<file path="src/sv/md5de_pkg.sv">
// ----------------------------------------------------------------------------
// md5de_pkg
// Types, constants and round tables of the MD5 digest engine.
// ----------------------------------------------------------------------------
package md5de_pkg;

	localparam int BLK_WORDS = 16;

	typedef logic [31:0] word_t;
	typedef logic [3:0][31:0] chain_t;

	typedef struct packed {
		logic [7:0] msg_byte;
		logic       has_byte;
		logic       end_of_message;
	} in_beat_t;

	typedef struct packed {
		logic [31:0] digest_word;
		logic [1:0]  word_index;
		logic        last_word;
	} out_beat_t;

	typedef struct packed {
		logic       take_byte;
		logic       wr_pad;
		logic       wr_zero;
		logic [3:0] zero_addr;
		logic       wr_len_lo;
		logic       wr_len_hi;
		logic       rnd_load;
		logic       rnd_step;
		logic [5:0] rnd_idx;
		logic [5:0] rd_idx;
		logic       fin_chain;
		logic       fin_digest;
	} cmd_t;

	typedef struct packed {
		logic       fill_full;
		logic       fill_ovf;
		logic [3:0] pad_word;
		logic       out_busy;
	} sts_t;

	localparam chain_t     IV           = {32'h10325476, 32'h98badcfe,
	                                       32'hefcdab89, 32'h67452301};
	localparam logic [7:0] PAD_BYTE     = 8'h80;
	localparam logic [3:0] LEN_LO_WORD  = 4'd14;
	localparam logic [3:0] LEN_HI_WORD  = 4'd15;
	localparam logic [4:0] ZERO_END_LEN = 5'd14;
	localparam logic [4:0] ZERO_END_BLK = 5'd16;
	localparam logic [5:0] FILL_LAST    = 6'd63;
	localparam logic [5:0] FILL_OVF     = 6'd56;
	localparam logic [1:0] LAST_INDEX   = 2'd3;
	localparam logic [1:0] BYTE_TOP     = 2'd3;
	localparam logic [6:0] ROUND_END    = 7'd64;

	function automatic word_t md5_k(input logic [5:0] i);
		word_t k;
		case (i)
			6'd0:  k = 32'hd76aa478;  6'd1:  k = 32'he8c7b756;
			6'd2:  k = 32'h242070db;  6'd3:  k = 32'hc1bdceee;
			6'd4:  k = 32'hf57c0faf;  6'd5:  k = 32'h4787c62a;
			6'd6:  k = 32'ha8304613;  6'd7:  k = 32'hfd469501;
			6'd8:  k = 32'h698098d8;  6'd9:  k = 32'h8b44f7af;
			6'd10: k = 32'hffff5bb1;  6'd11: k = 32'h895cd7be;
			6'd12: k = 32'h6b901122;  6'd13: k = 32'hfd987193;
			6'd14: k = 32'ha679438e;  6'd15: k = 32'h49b40821;
			6'd16: k = 32'hf61e2562;  6'd17: k = 32'hc040b340;
			6'd18: k = 32'h265e5a51;  6'd19: k = 32'he9b6c7aa;
			6'd20: k = 32'hd62f105d;  6'd21: k = 32'h02441453;
			6'd22: k = 32'hd8a1e681;  6'd23: k = 32'he7d3fbc8;
			6'd24: k = 32'h21e1cde6;  6'd25: k = 32'hc33707d6;
			6'd26: k = 32'hf4d50d87;  6'd27: k = 32'h455a14ed;
			6'd28: k = 32'ha9e3e905;  6'd29: k = 32'hfcefa3f8;
			6'd30: k = 32'h676f02d9;  6'd31: k = 32'h8d2a4c8a;
			6'd32: k = 32'hfffa3942;  6'd33: k = 32'h8771f681;
			6'd34: k = 32'h6d9d6122;  6'd35: k = 32'hfde5380c;
			6'd36: k = 32'ha4beea44;  6'd37: k = 32'h4bdecfa9;
			6'd38: k = 32'hf6bb4b60;  6'd39: k = 32'hbebfbc70;
			6'd40: k = 32'h289b7ec6;  6'd41: k = 32'heaa127fa;
			6'd42: k = 32'hd4ef3085;  6'd43: k = 32'h04881d05;
			6'd44: k = 32'hd9d4d039;  6'd45: k = 32'he6db99e5;
			6'd46: k = 32'h1fa27cf8;  6'd47: k = 32'hc4ac5665;
			6'd48: k = 32'hf4292244;  6'd49: k = 32'h432aff97;
			6'd50: k = 32'hab9423a7;  6'd51: k = 32'hfc93a039;
			6'd52: k = 32'h655b59c3;  6'd53: k = 32'h8f0ccc92;
			6'd54: k = 32'hffeff47d;  6'd55: k = 32'h85845dd1;
			6'd56: k = 32'h6fa87e4f;  6'd57: k = 32'hfe2ce6e0;
			6'd58: k = 32'ha3014314;  6'd59: k = 32'h4e0811a1;
			6'd60: k = 32'hf7537e82;  6'd61: k = 32'hbd3af235;
			6'd62: k = 32'h2ad7d2bb;  6'd63: k = 32'heb86d391;
			default: k = '0;
		endcase
		return k;
	endfunction

	function automatic logic [4:0] md5_rot(input logic [5:0] i);
		logic [4:0] s;
		case ({i[5:4], i[1:0]})
			4'd0:  s = 5'd7;   4'd1:  s = 5'd12;  4'd2:  s = 5'd17;  4'd3:  s = 5'd22;
			4'd4:  s = 5'd5;   4'd5:  s = 5'd9;   4'd6:  s = 5'd14;  4'd7:  s = 5'd20;
			4'd8:  s = 5'd4;   4'd9:  s = 5'd11;  4'd10: s = 5'd16;  4'd11: s = 5'd23;
			4'd12: s = 5'd6;   4'd13: s = 5'd10;  4'd14: s = 5'd15;  4'd15: s = 5'd21;
			default: s = 5'd7;
		endcase
		return s;
	endfunction

	// message word schedule, mod 16
	function automatic logic [3:0] md5_g(input logic [5:0] i);
		logic [3:0] g;
		case (i[5:4])
			2'd0:    g = i[3:0];
			2'd1:    g = i[3:0] * 4'd5 + 4'd1;
			2'd2:    g = i[3:0] * 4'd3 + 4'd5;
			default: g = i[3:0] * 4'd7;
		endcase
		return g;
	endfunction

endpackage

</file>
<file path="src/sv/md5_digest_engine_core.sv">
// ----------------------------------------------------------------------------
// md5_digest_engine_core
// MD5 over a byte stream with built-in padding; emits h0..h3 per message.
//
//   channel  signals                        beat
//   in       in_valid in_ready in_data      one message byte and/or end mark
//   out      out_valid out_ready out_data   one digest word, index 0..3
//
// The byte that completes a 64-byte block adds a compression (load, 64
// rounds at one round per cycle, chaining add). End of message adds pad,
// zero-fill, two length words and compression; when the length spills over,
// pad, zero-fill, compression, zero-fill, two length words, compression.
// The final add waits for the previous digest to drain; no clearing pass
// after reset. A new message streams in while the four output words drain.
// ----------------------------------------------------------------------------
module md5_digest_engine_core (
	input  logic                  clk,
	input  logic                  arst_n,
	input  logic                  in_valid,
	output logic                  in_ready,
	input  md5de_pkg::in_beat_t   in_data,
	output logic                  out_valid,
	input  logic                  out_ready,
	output md5de_pkg::out_beat_t  out_data
);
	import md5de_pkg::*;

	cmd_t cmd;
	sts_t sts;

	md5de_ctrl u_ctrl (
		.clk      (clk),
		.arst_n   (arst_n),
		.in_valid (in_valid),
		.in_ready (in_ready),
		.in_data  (in_data),
		.sts      (sts),
		.cmd      (cmd)
	);

	md5de_datapath u_dp (
		.clk       (clk),
		.arst_n    (arst_n),
		.in_data   (in_data),
		.cmd       (cmd),
		.sts       (sts),
		.out_ready (out_ready),
		.out_valid (out_valid),
		.out_data  (out_data)
	);

endmodule

</file>
<file path="src/sv/md5de_ram.sv">
// ----------------------------------------------------------------------------
// md5de_ram
// Single write port, single read port RAM with registered read data.
// ----------------------------------------------------------------------------
module md5de_ram #(
	parameter int WIDTH = 32,
	parameter int DEPTH = 16,
	localparam int AW = (DEPTH > 1) ? $clog2(DEPTH) : 1
) (
	input  logic             clk,
	input  logic             we,
	input  logic [AW-1:0]    waddr,
	input  logic [WIDTH-1:0] wdata,
	input  logic [AW-1:0]    raddr,
	output logic [WIDTH-1:0] rdata
);

	logic [WIDTH-1:0] mem_q [DEPTH];

	always_ff @(posedge clk) begin
		if (we) begin
			mem_q[waddr] <= wdata;
		end
		rdata <= mem_q[raddr];
	end

endmodule

</file>
<file path="src/sv/md5de_datapath.sv">
// ----------------------------------------------------------------------------
// md5de_datapath
// Block buffer, byte packing, padding words, round unit, chaining words and
// digest output register.
// ----------------------------------------------------------------------------
module md5de_datapath (
	input  logic                  clk,
	input  logic                  arst_n,
	input  md5de_pkg::in_beat_t   in_data,
	input  md5de_pkg::cmd_t       cmd,
	output md5de_pkg::sts_t       sts,
	input  logic                  out_ready,
	output logic                  out_valid,
	output md5de_pkg::out_beat_t  out_data
);
	import md5de_pkg::*;

	logic [5:0]  fill_q;
	logic [63:0] bit_len_q;
	logic [23:0] acc_q;
	chain_t      chain_q;
	chain_t      dig_q;
	chain_t      sum_w;
	word_t       a_q, b_q, c_q, d_q;
	logic        out_valid_q;
	logic [1:0]  oidx_q;

	logic        byte_in;
	logic        ram_we;
	logic [3:0]  ram_waddr;
	word_t       ram_wdata;
	word_t       ram_rdata;
	word_t       pad_w;
	word_t       src_w;
	word_t       f_w;
	word_t       t_w;
	logic [63:0] rot_w;
	word_t       b_new;

	assign byte_in = cmd.take_byte && in_data.has_byte;

	// pad word: bytes so far, then 0x80, then zeros
	always_comb begin
		src_w = {8'h00, acc_q};
		pad_w = '0;
		for (int j = 0; j < 4; j++) begin
			if (2'(j) < fill_q[1:0]) begin
				pad_w[8*j +: 8] = src_w[8*j +: 8];
			end else if (2'(j) == fill_q[1:0]) begin
				pad_w[8*j +: 8] = PAD_BYTE;
			end
		end
	end

	always_comb begin
		ram_we    = 1'b0;
		ram_waddr = fill_q[5:2];
		ram_wdata = '0;
		if (byte_in && fill_q[1:0] == BYTE_TOP) begin
			ram_we    = 1'b1;
			ram_wdata = {in_data.msg_byte, acc_q};
		end else if (cmd.wr_pad) begin
			ram_we    = 1'b1;
			ram_wdata = pad_w;
		end else if (cmd.wr_zero) begin
			ram_we    = 1'b1;
			ram_waddr = cmd.zero_addr;
		end else if (cmd.wr_len_lo) begin
			ram_we    = 1'b1;
			ram_waddr = LEN_LO_WORD;
			ram_wdata = bit_len_q[31:0];
		end else if (cmd.wr_len_hi) begin
			ram_we    = 1'b1;
			ram_waddr = LEN_HI_WORD;
			ram_wdata = bit_len_q[63:32];
		end
	end

	md5de_ram #(
		.WIDTH(32),
		.DEPTH(BLK_WORDS)
	) u_blk_ram (
		.clk   (clk),
		.we    (ram_we),
		.waddr (ram_waddr),
		.wdata (ram_wdata),
		.raddr (md5_g(cmd.rd_idx)),
		.rdata (ram_rdata)
	);

	always_ff @(posedge clk or negedge arst_n) begin
		if (!arst_n) begin
			fill_q    <= '0;
			bit_len_q <= '0;
		end else if (cmd.fin_digest) begin
			fill_q    <= '0;
			bit_len_q <= '0;
		end else if (byte_in) begin
			fill_q    <= fill_q + 6'd1;
			bit_len_q <= bit_len_q + 64'd8;
		end
	end

	always_ff @(posedge clk) begin
		if (byte_in && fill_q[1:0] != BYTE_TOP) begin
			acc_q[8*fill_q[1:0] +: 8] <= in_data.msg_byte;
		end
	end

	// one MD5 round
	always_comb begin
		case (cmd.rnd_idx[5:4])
			2'd0:    f_w = (b_q & c_q) | (~b_q & d_q);
			2'd1:    f_w = (d_q & b_q) | (~d_q & c_q);
			2'd2:    f_w = b_q ^ c_q ^ d_q;
			default: f_w = c_q ^ (b_q | ~d_q);
		endcase
		t_w   = f_w + a_q + md5_k(cmd.rnd_idx) + ram_rdata;
		rot_w = {t_w, t_w} << md5_rot(cmd.rnd_idx);
		b_new = b_q + rot_w[63:32];
	end

	always_ff @(posedge clk) begin
		if (cmd.rnd_load) begin
			a_q <= chain_q[0];
			b_q <= chain_q[1];
			c_q <= chain_q[2];
			d_q <= chain_q[3];
		end else if (cmd.rnd_step) begin
			a_q <= d_q;
			b_q <= b_new;
			c_q <= b_q;
			d_q <= c_q;
		end
	end

	always_comb begin
		sum_w[0] = chain_q[0] + a_q;
		sum_w[1] = chain_q[1] + b_q;
		sum_w[2] = chain_q[2] + c_q;
		sum_w[3] = chain_q[3] + d_q;
	end

	always_ff @(posedge clk or negedge arst_n) begin
		if (!arst_n) begin
			chain_q <= IV;
		end else if (cmd.fin_digest) begin
			chain_q <= IV;
		end else if (cmd.fin_chain) begin
			chain_q <= sum_w;
		end
	end

	always_ff @(posedge clk) begin
		if (cmd.fin_digest) begin
			dig_q <= sum_w;
		end
	end

	always_ff @(posedge clk or negedge arst_n) begin
		if (!arst_n) begin
			out_valid_q <= 1'b0;
			oidx_q      <= '0;
		end else if (cmd.fin_digest) begin
			out_valid_q <= 1'b1;
			oidx_q      <= '0;
		end else if (out_valid_q && out_ready) begin
			if (oidx_q == LAST_INDEX) begin
				out_valid_q <= 1'b0;
			end
			oidx_q <= oidx_q + 2'd1;
		end
	end

	assign out_valid = out_valid_q;

	always_comb begin
		out_data.digest_word = dig_q[oidx_q];
		out_data.word_index  = oidx_q;
		out_data.last_word   = (oidx_q == LAST_INDEX);
	end

	always_comb begin
		sts.fill_full = (fill_q == FILL_LAST);
		sts.fill_ovf  = (fill_q >= FILL_OVF);
		sts.pad_word  = fill_q[5:2];
		sts.out_busy  = out_valid_q;
	end

endmodule

</file>
<file path="src/sv/md5de_ctrl.sv">
// ----------------------------------------------------------------------------
// md5de_ctrl
// Sequencer: byte intake, padding sweep, length words, round count and
// finalization.
// ----------------------------------------------------------------------------
module md5de_ctrl (
	input  logic                clk,
	input  logic                arst_n,
	input  logic                in_valid,
	output logic                in_ready,
	input  md5de_pkg::in_beat_t in_data,
	input  md5de_pkg::sts_t     sts,
	output md5de_pkg::cmd_t     cmd
);
	import md5de_pkg::*;

	typedef enum logic [2:0] {
		ST_IDLE,
		ST_PAD,
		ST_ZERO,
		ST_LEN_LO,
		ST_LEN_HI,
		ST_COMP,
		ST_FIN
	} state_t;

	state_t     state_q;
	logic       eom_q;
	logic       ovf_q;
	logic       last_q;
	logic [6:0] rnd_q;
	logic [4:0] zptr_q;
	logic       in_fire;
	logic       zero_done;

	assign in_ready  = (state_q == ST_IDLE);
	assign in_fire   = in_valid && in_ready;
	assign zero_done = (zptr_q >= (ovf_q ? ZERO_END_BLK : ZERO_END_LEN));

	always_comb begin
		cmd            = '0;
		cmd.take_byte  = in_fire;
		cmd.wr_pad     = (state_q == ST_PAD);
		cmd.wr_zero    = (state_q == ST_ZERO) && !zero_done;
		cmd.zero_addr  = zptr_q[3:0];
		cmd.wr_len_lo  = (state_q == ST_LEN_LO);
		cmd.wr_len_hi  = (state_q == ST_LEN_HI);
		cmd.rnd_load   = (state_q == ST_COMP) && (rnd_q == '0);
		cmd.rnd_step   = (state_q == ST_COMP) && (rnd_q != '0);
		cmd.rnd_idx    = rnd_q[5:0] - 6'd1;
		cmd.rd_idx     = rnd_q[5:0];
		cmd.fin_chain  = (state_q == ST_FIN) && !last_q;
		cmd.fin_digest = (state_q == ST_FIN) && last_q && !sts.out_busy;
	end

	always_ff @(posedge clk or negedge arst_n) begin
		if (!arst_n) begin
			state_q <= ST_IDLE;
			eom_q   <= 1'b0;
			ovf_q   <= 1'b0;
			last_q  <= 1'b0;
			rnd_q   <= '0;
			zptr_q  <= '0;
		end else begin
			case (state_q)
				ST_IDLE: begin
					if (in_fire) begin
						eom_q <= in_data.end_of_message;
						if (in_data.has_byte && sts.fill_full) begin
							state_q <= ST_COMP;
						end else if (in_data.end_of_message) begin
							state_q <= ST_PAD;
						end
					end
				end
				ST_PAD: begin
					zptr_q  <= {1'b0, sts.pad_word} + 5'd1;
					ovf_q   <= sts.fill_ovf;
					state_q <= ST_ZERO;
				end
				ST_ZERO: begin
					if (zero_done) begin
						state_q <= ovf_q ? ST_COMP : ST_LEN_LO;
					end else begin
						zptr_q <= zptr_q + 5'd1;
					end
				end
				ST_LEN_LO: begin
					state_q <= ST_LEN_HI;
				end
				ST_LEN_HI: begin
					last_q  <= 1'b1;
					state_q <= ST_COMP;
				end
				ST_COMP: begin
					if (rnd_q == ROUND_END) begin
						rnd_q   <= '0;
						state_q <= ST_FIN;
					end else begin
						rnd_q <= rnd_q + 7'd1;
					end
				end
				ST_FIN: begin
					if (last_q) begin
						if (!sts.out_busy) begin
							last_q  <= 1'b0;
							eom_q   <= 1'b0;
							state_q <= ST_IDLE;
						end
					end else if (ovf_q) begin
						// length goes in a second padding block
						ovf_q   <= 1'b0;
						zptr_q  <= '0;
						state_q <= ST_ZERO;
					end else if (eom_q) begin
						state_q <= ST_PAD;
					end else begin
						state_q <= ST_IDLE;
					end
				end
				default: begin
					state_q <= ST_IDLE;
				end
			endcase
		end
	end

endmodule

</file>
<file path="config.mk">
export PLATFORM = sky130hd
export DESIGN_NAME = md5_digest_engine_core
export DESIGN_NICKNAME = d
export VERILOG_FILES = /design/src/sv/md5de_pkg.sv /design/src/sv/md5_digest_engine_core.sv /design/src/sv/md5de_ram.sv /design/src/sv/md5de_datapath.sv /design/src/sv/md5de_ctrl.sv
export SDC_FILE = /design/constraint.sdc
export NUM_CORES = 2
export LEC_CHECK = 0
export BUFFER_PORTS_ARGS = -buffer_cell sky130_fd_sc_hd__buf_2
export CELL_PAD_IN_SITES_DETAIL_PLACEMENT = 1
export CELL_PAD_IN_SITES_GLOBAL_PLACEMENT = 1
export CORE_ASPECT_RATIO = 1.5
export CORE_UTILIZATION = 53
export CTS_CLUSTER_DIAMETER = 40
export DETAILED_ROUTE_END_ITERATION = 8
export PLACE_DENSITY_LB_ADDON = 0.05
export SLEW_MARGIN = 40
export SYNTH_ARGS = -nofsm -noshare
export SYNTH_HDL_FRONTEND = slang
export SYNTH_SLANG_ARGS = --single-unit
</file>
<file path="constraint.sdc">
create_clock -name clk -period 12 [get_ports clk]
set_clock_uncertainty 0.15 [all_clocks]
set_input_delay 0 -clock clk [delete_from_list [all_inputs] [get_ports clk]]
set_output_delay 0 -clock clk [all_outputs]
set_load 0.02 [all_outputs]
</file>
==> metrics.md <==
| Metric | Value |
|---|---|
| Via count | 45,300 |
| Slowest cell delay on critical path | approximately 0.64 ns |
| Critical path required time | 12.31 ns |
| Post-CTS setup buffer count | 0 |
| CTS tree | built |
| CP arrival | 11.78 ns |
| CP max FO | 42 |
| Initial Util | 0.534 |
| I/O pin count | just over 50 |
| Commonest non-fill, non-tap cells in the layout | edfxtp_1, nand2_1, a21oi_1, nor2_1, o21ai_0 |
| Largest net degree at the start of global routing | ~130 |
| Post-DR wirelength/cell | 30.8 microns |
| Clock power frac | 0.497 |
| GRT overflow | 0 |
| Die area | around 0.11 sq mm |
| Internal | roughly 6.0 mW |
| Final Power | between 7 and 8 mW |
| Total GRT Usage | 0.374 |
| Num CTS Buffers | between 100 and 150 |
| Buf+Inv Stages, Crit Path | 7 |
| P per Cell Area | approximately 120 mW/mm^2 |
| GR Layer Usage met2 | 0.658 |
| DR pass1 iterations | 8 |
| Port buffer count | 50 |
| Tightest Pin Transition | 0.968 ns |
| Max cap viols | 0 |
| Outcome | finished clean |
| First-pass GRT wire length | 308,000 microns |
| Hold Path Class | input pin to async pin |
| Ys flop type | edfxtp_1 |
| RD Place Congestion | approximately 1 |
| Worst slack at placement | ~0.54 ns |
| Crit Path Category | register to register |
| Synth cell types | 95 |
| Yosys top cell area share | 0.400 |
| DRT iter0 DRCs | 3,369 |
| Final ANT Viol Nets | 0 |
| Initial antenna violation count | 3 |
| Post-synth top area cell | edfxtp_1 |
| Final HPWL from detailed placement | 144,000 microns |
| Critical path's top delay family | compound AO/OA/AOI/OAI gates |
| Max-slew headroom | 0.355 |
| Comb power frac | 0.005 |
| Std-Cell Rows | 150 |
| Share of cells above drive strength 1 | 0.138 |
| Clock root buffer | clkbuf_16 |
| Vias in the first global route | approximately 47,000 |
| Slew Viols, Final | 0 |
| Cells after Synth | 5,277 |
| Final Critical Period | around 11 ns |
| #FFs+latches synth | around 1,000 |
| Clock latency on the worst-skew pair | between 0.7 and 0.8 ns |
| DRC | 0 |
| Core footprint | 0.111 sq mm |
| Crit end category | register |
| EDFF count, synth | a little under 800 |
| Die H | between 400 and 500 microns |
| Area growth from synthesis to final layout | 12.0% |
| Gr busiest metal | met2 |
| CTS max path bufs | 3 |
| Post-synthesis sequential area ratio | 0.503 |
| Synthesized Nets | roughly 5,600 |
| RSZ-0062 raised after global routing | no |
| Sequential power share | 0.498 |
| Max H-tree Level | 3 |
| Routing usage on met1 | 0.401 |
| Via-per-instance ratio | around 6.6 |
| Nets | 5,666 |
| Routed WL | between 200,000 and 250,000 microns |
| Async set or reset register ratio after synthesis | 0.208 |
| Final Hold Fails | 0 |
| M3 GR Usage | 0.0561 |
| Crit start category | register |
| Final core occ | 0.598 |
| LEAKAGE | about 25 nW |
| Highest clock rate | just under 90 MHz |
| Final setup TNS | 0 ns |
| Switching pwr | around 1.7 mW |
| Crit-path slowest cell | o41ai_1 |
| Syn_area_per_cell | 11.3 sq um |
| Final setup vio count | 0 |
| Sw frac | 0.218 |
| Mapped cell area | 0.0594 sq mm |
| CTS clk-pin slew, worst paths | approximately 0.060 ns |
| Final worst slack | between 0.5 and 0.6 ns |
| Peak supply drop | about 0.17 mV |
| Commonest non-fill, non-tap cell in the layout | edfxtp_1 |
| Synth area leaders | edfxtp_1, mux4_2, dfrtp_1 |
| Tcrit/Tclk final | 0.956 |
| Clock sinks | ~1,000 |
| Synth warn | 0 |
| Die width | ~280 microns |
| Critical path's most frequent cell | o21ai_1 |
## flip-flops by register name, indices dropped and copies added (netlist names), 2 cells and up
| signal | count |
|---|---|
| u_dp.a_q | 32 |
| u_dp.u_blk_ram.rdata | 32 |
| u_ctrl.rnd_q | 7 |
| u_dp.dig_q | 128 |
| u_dp.c_q | 32 |
| u_dp.bit_len_q | 61 |
| u_dp.fill_q | 6 |
| u_dp.u_blk_ram.mem_q | 512 |
| u_ctrl.zptr_q | 5 |
| u_dp.oidx_q | 2 |
| u_dp.acc_q | 24 |
| u_dp.b_q | 32 |
| u_dp.d_q | 32 |
| u_ctrl.state_q | 3 |
| u_dp.chain_q | 128 |
## power by group through the flow
| stage | Clock [mW] | Combinational (mW) | Sequential [mW] |
|---|---|---|---|
| after CTS | 3.85 | 0.0352 | 3.83 |
| final | 3.82 | 0.0354 | 3.83 |
| after global placement | 0 | 0.0255 | 3.91 |
| after floorplan | 0 | 0.00103 | 3.91 |
| after detailed placement | 0 | 0.0259 | 3.91 |
| after global routing | 3.97 | 0.0381 | 3.83 |
## layer usage
metal  up-vias  share of wire
met5         -       0.000061
met4         2          0.083
met3       650          0.053
met2      1759           0.51
met1     23100           0.35
li1      19700              -
## metrics by stage
step | hold slack (ns) | instance area, sq um | std cells
2_1_floorplan | -0.446 | 59400 | 5277
3_3_place_gp | -0.219 | 61900 | 6628
3_5_place_dp | -0.218 | 62000 | 6640
4_1_cts | 0.202 | 66500 | 6892
5_1_grt | 0.284 | 66600 | 6894
6_report | 0.239 | 66600 | 6896
## final timing paths
check                            startpoint                  to  slack [ns]  cells after the start
min in group clk                 in_data[1]   u_ctrl.state_q[2]        0.32                      6
max                         u_ctrl.rnd_q[2]        u_dp.b_q[30]        0.53                     42
max in group asynchronous            arst_n  u_dp.bit_len_q[33]       10.08                      5
min                                  arst_n    u_dp.chain_q[10]        0.24                      4
min reg2reg                u_dp.chain_q[32]    u_dp.chain_q[32]        0.37                      1
max reg2reg                 u_ctrl.rnd_q[2]        u_dp.b_q[30]        0.53                     42
## synth_stat cells (all sizes together), types with 70 or more instances
| library cell | n |
|---|---|
| nor3 | 72 |
| ha | 233 |
| mux4 | 173 |
| nor2 | 336 |
| mux2i | 106 |
| a21o | 87 |
| a31oi | 103 |
| xnor2 | 174 |
| inv | 248 |
| nand2 | 638 |
| dfrtp | 152 |
| edfxtp | 792 |
| clkbuf | 231 |
| a211oi | 86 |
| a22o | 70 |
| fa | 71 |
| nor2b | 72 |
| o21ai | 316 |
| a21oi | 333 |
| xor2 | 125 |
| nand3 | 92 |
## worst register-to-register path, delay by kind of cell, from the launching register on
kind | cells | cell delay [ns]
compound gates | 20 | 4.65
xor+xnor | 2 | 0.59
fa+ha+maj | 5 | 2.30
buf+inv | 7 | 1.35
flops | 1 | 0.38
mux | 2 | 0.70
simple gates | 6 | 1.06
## cell families after synthesis
kind of cell / count (synthesis) / share of synthesized area
flops: 1040 / 0.503
fa+ha+maj: 304 / 0.0730
simple gates: 1444 / 0.110
buf+inv: 541 / 0.0352
xor+xnor: 299 / 0.0444
compound gates: 1359 / 0.149
mux: 290 / 0.0855
## repair_timing
item / CTS / global route
setup endpoints to repair: 0 / 3
hold endpoints to repair: 224 / 0
gates resized for setup: 0 / 5
hold buffers: 31 / 0
## layout make-up
| cell class | instances | area (sq um) |
|---|---|---|
| Clock inverter | 84 | 1050 |
| Multi-Input combinational cell | 3696 | 27800 |
| Clock buffer | 137 | 3050 |
| Fill cell | 11300 | 44700 |
| Inverter | 251 | 947 |
| Antenna cell | 2 | 5.00 |
| Tap cell | 1444 | 1810 |
| Timing Repair Buffer | 242 | 1960 |
| Sequential cell | 1040 | 29900 |
(Power assumes the default switching activity.)
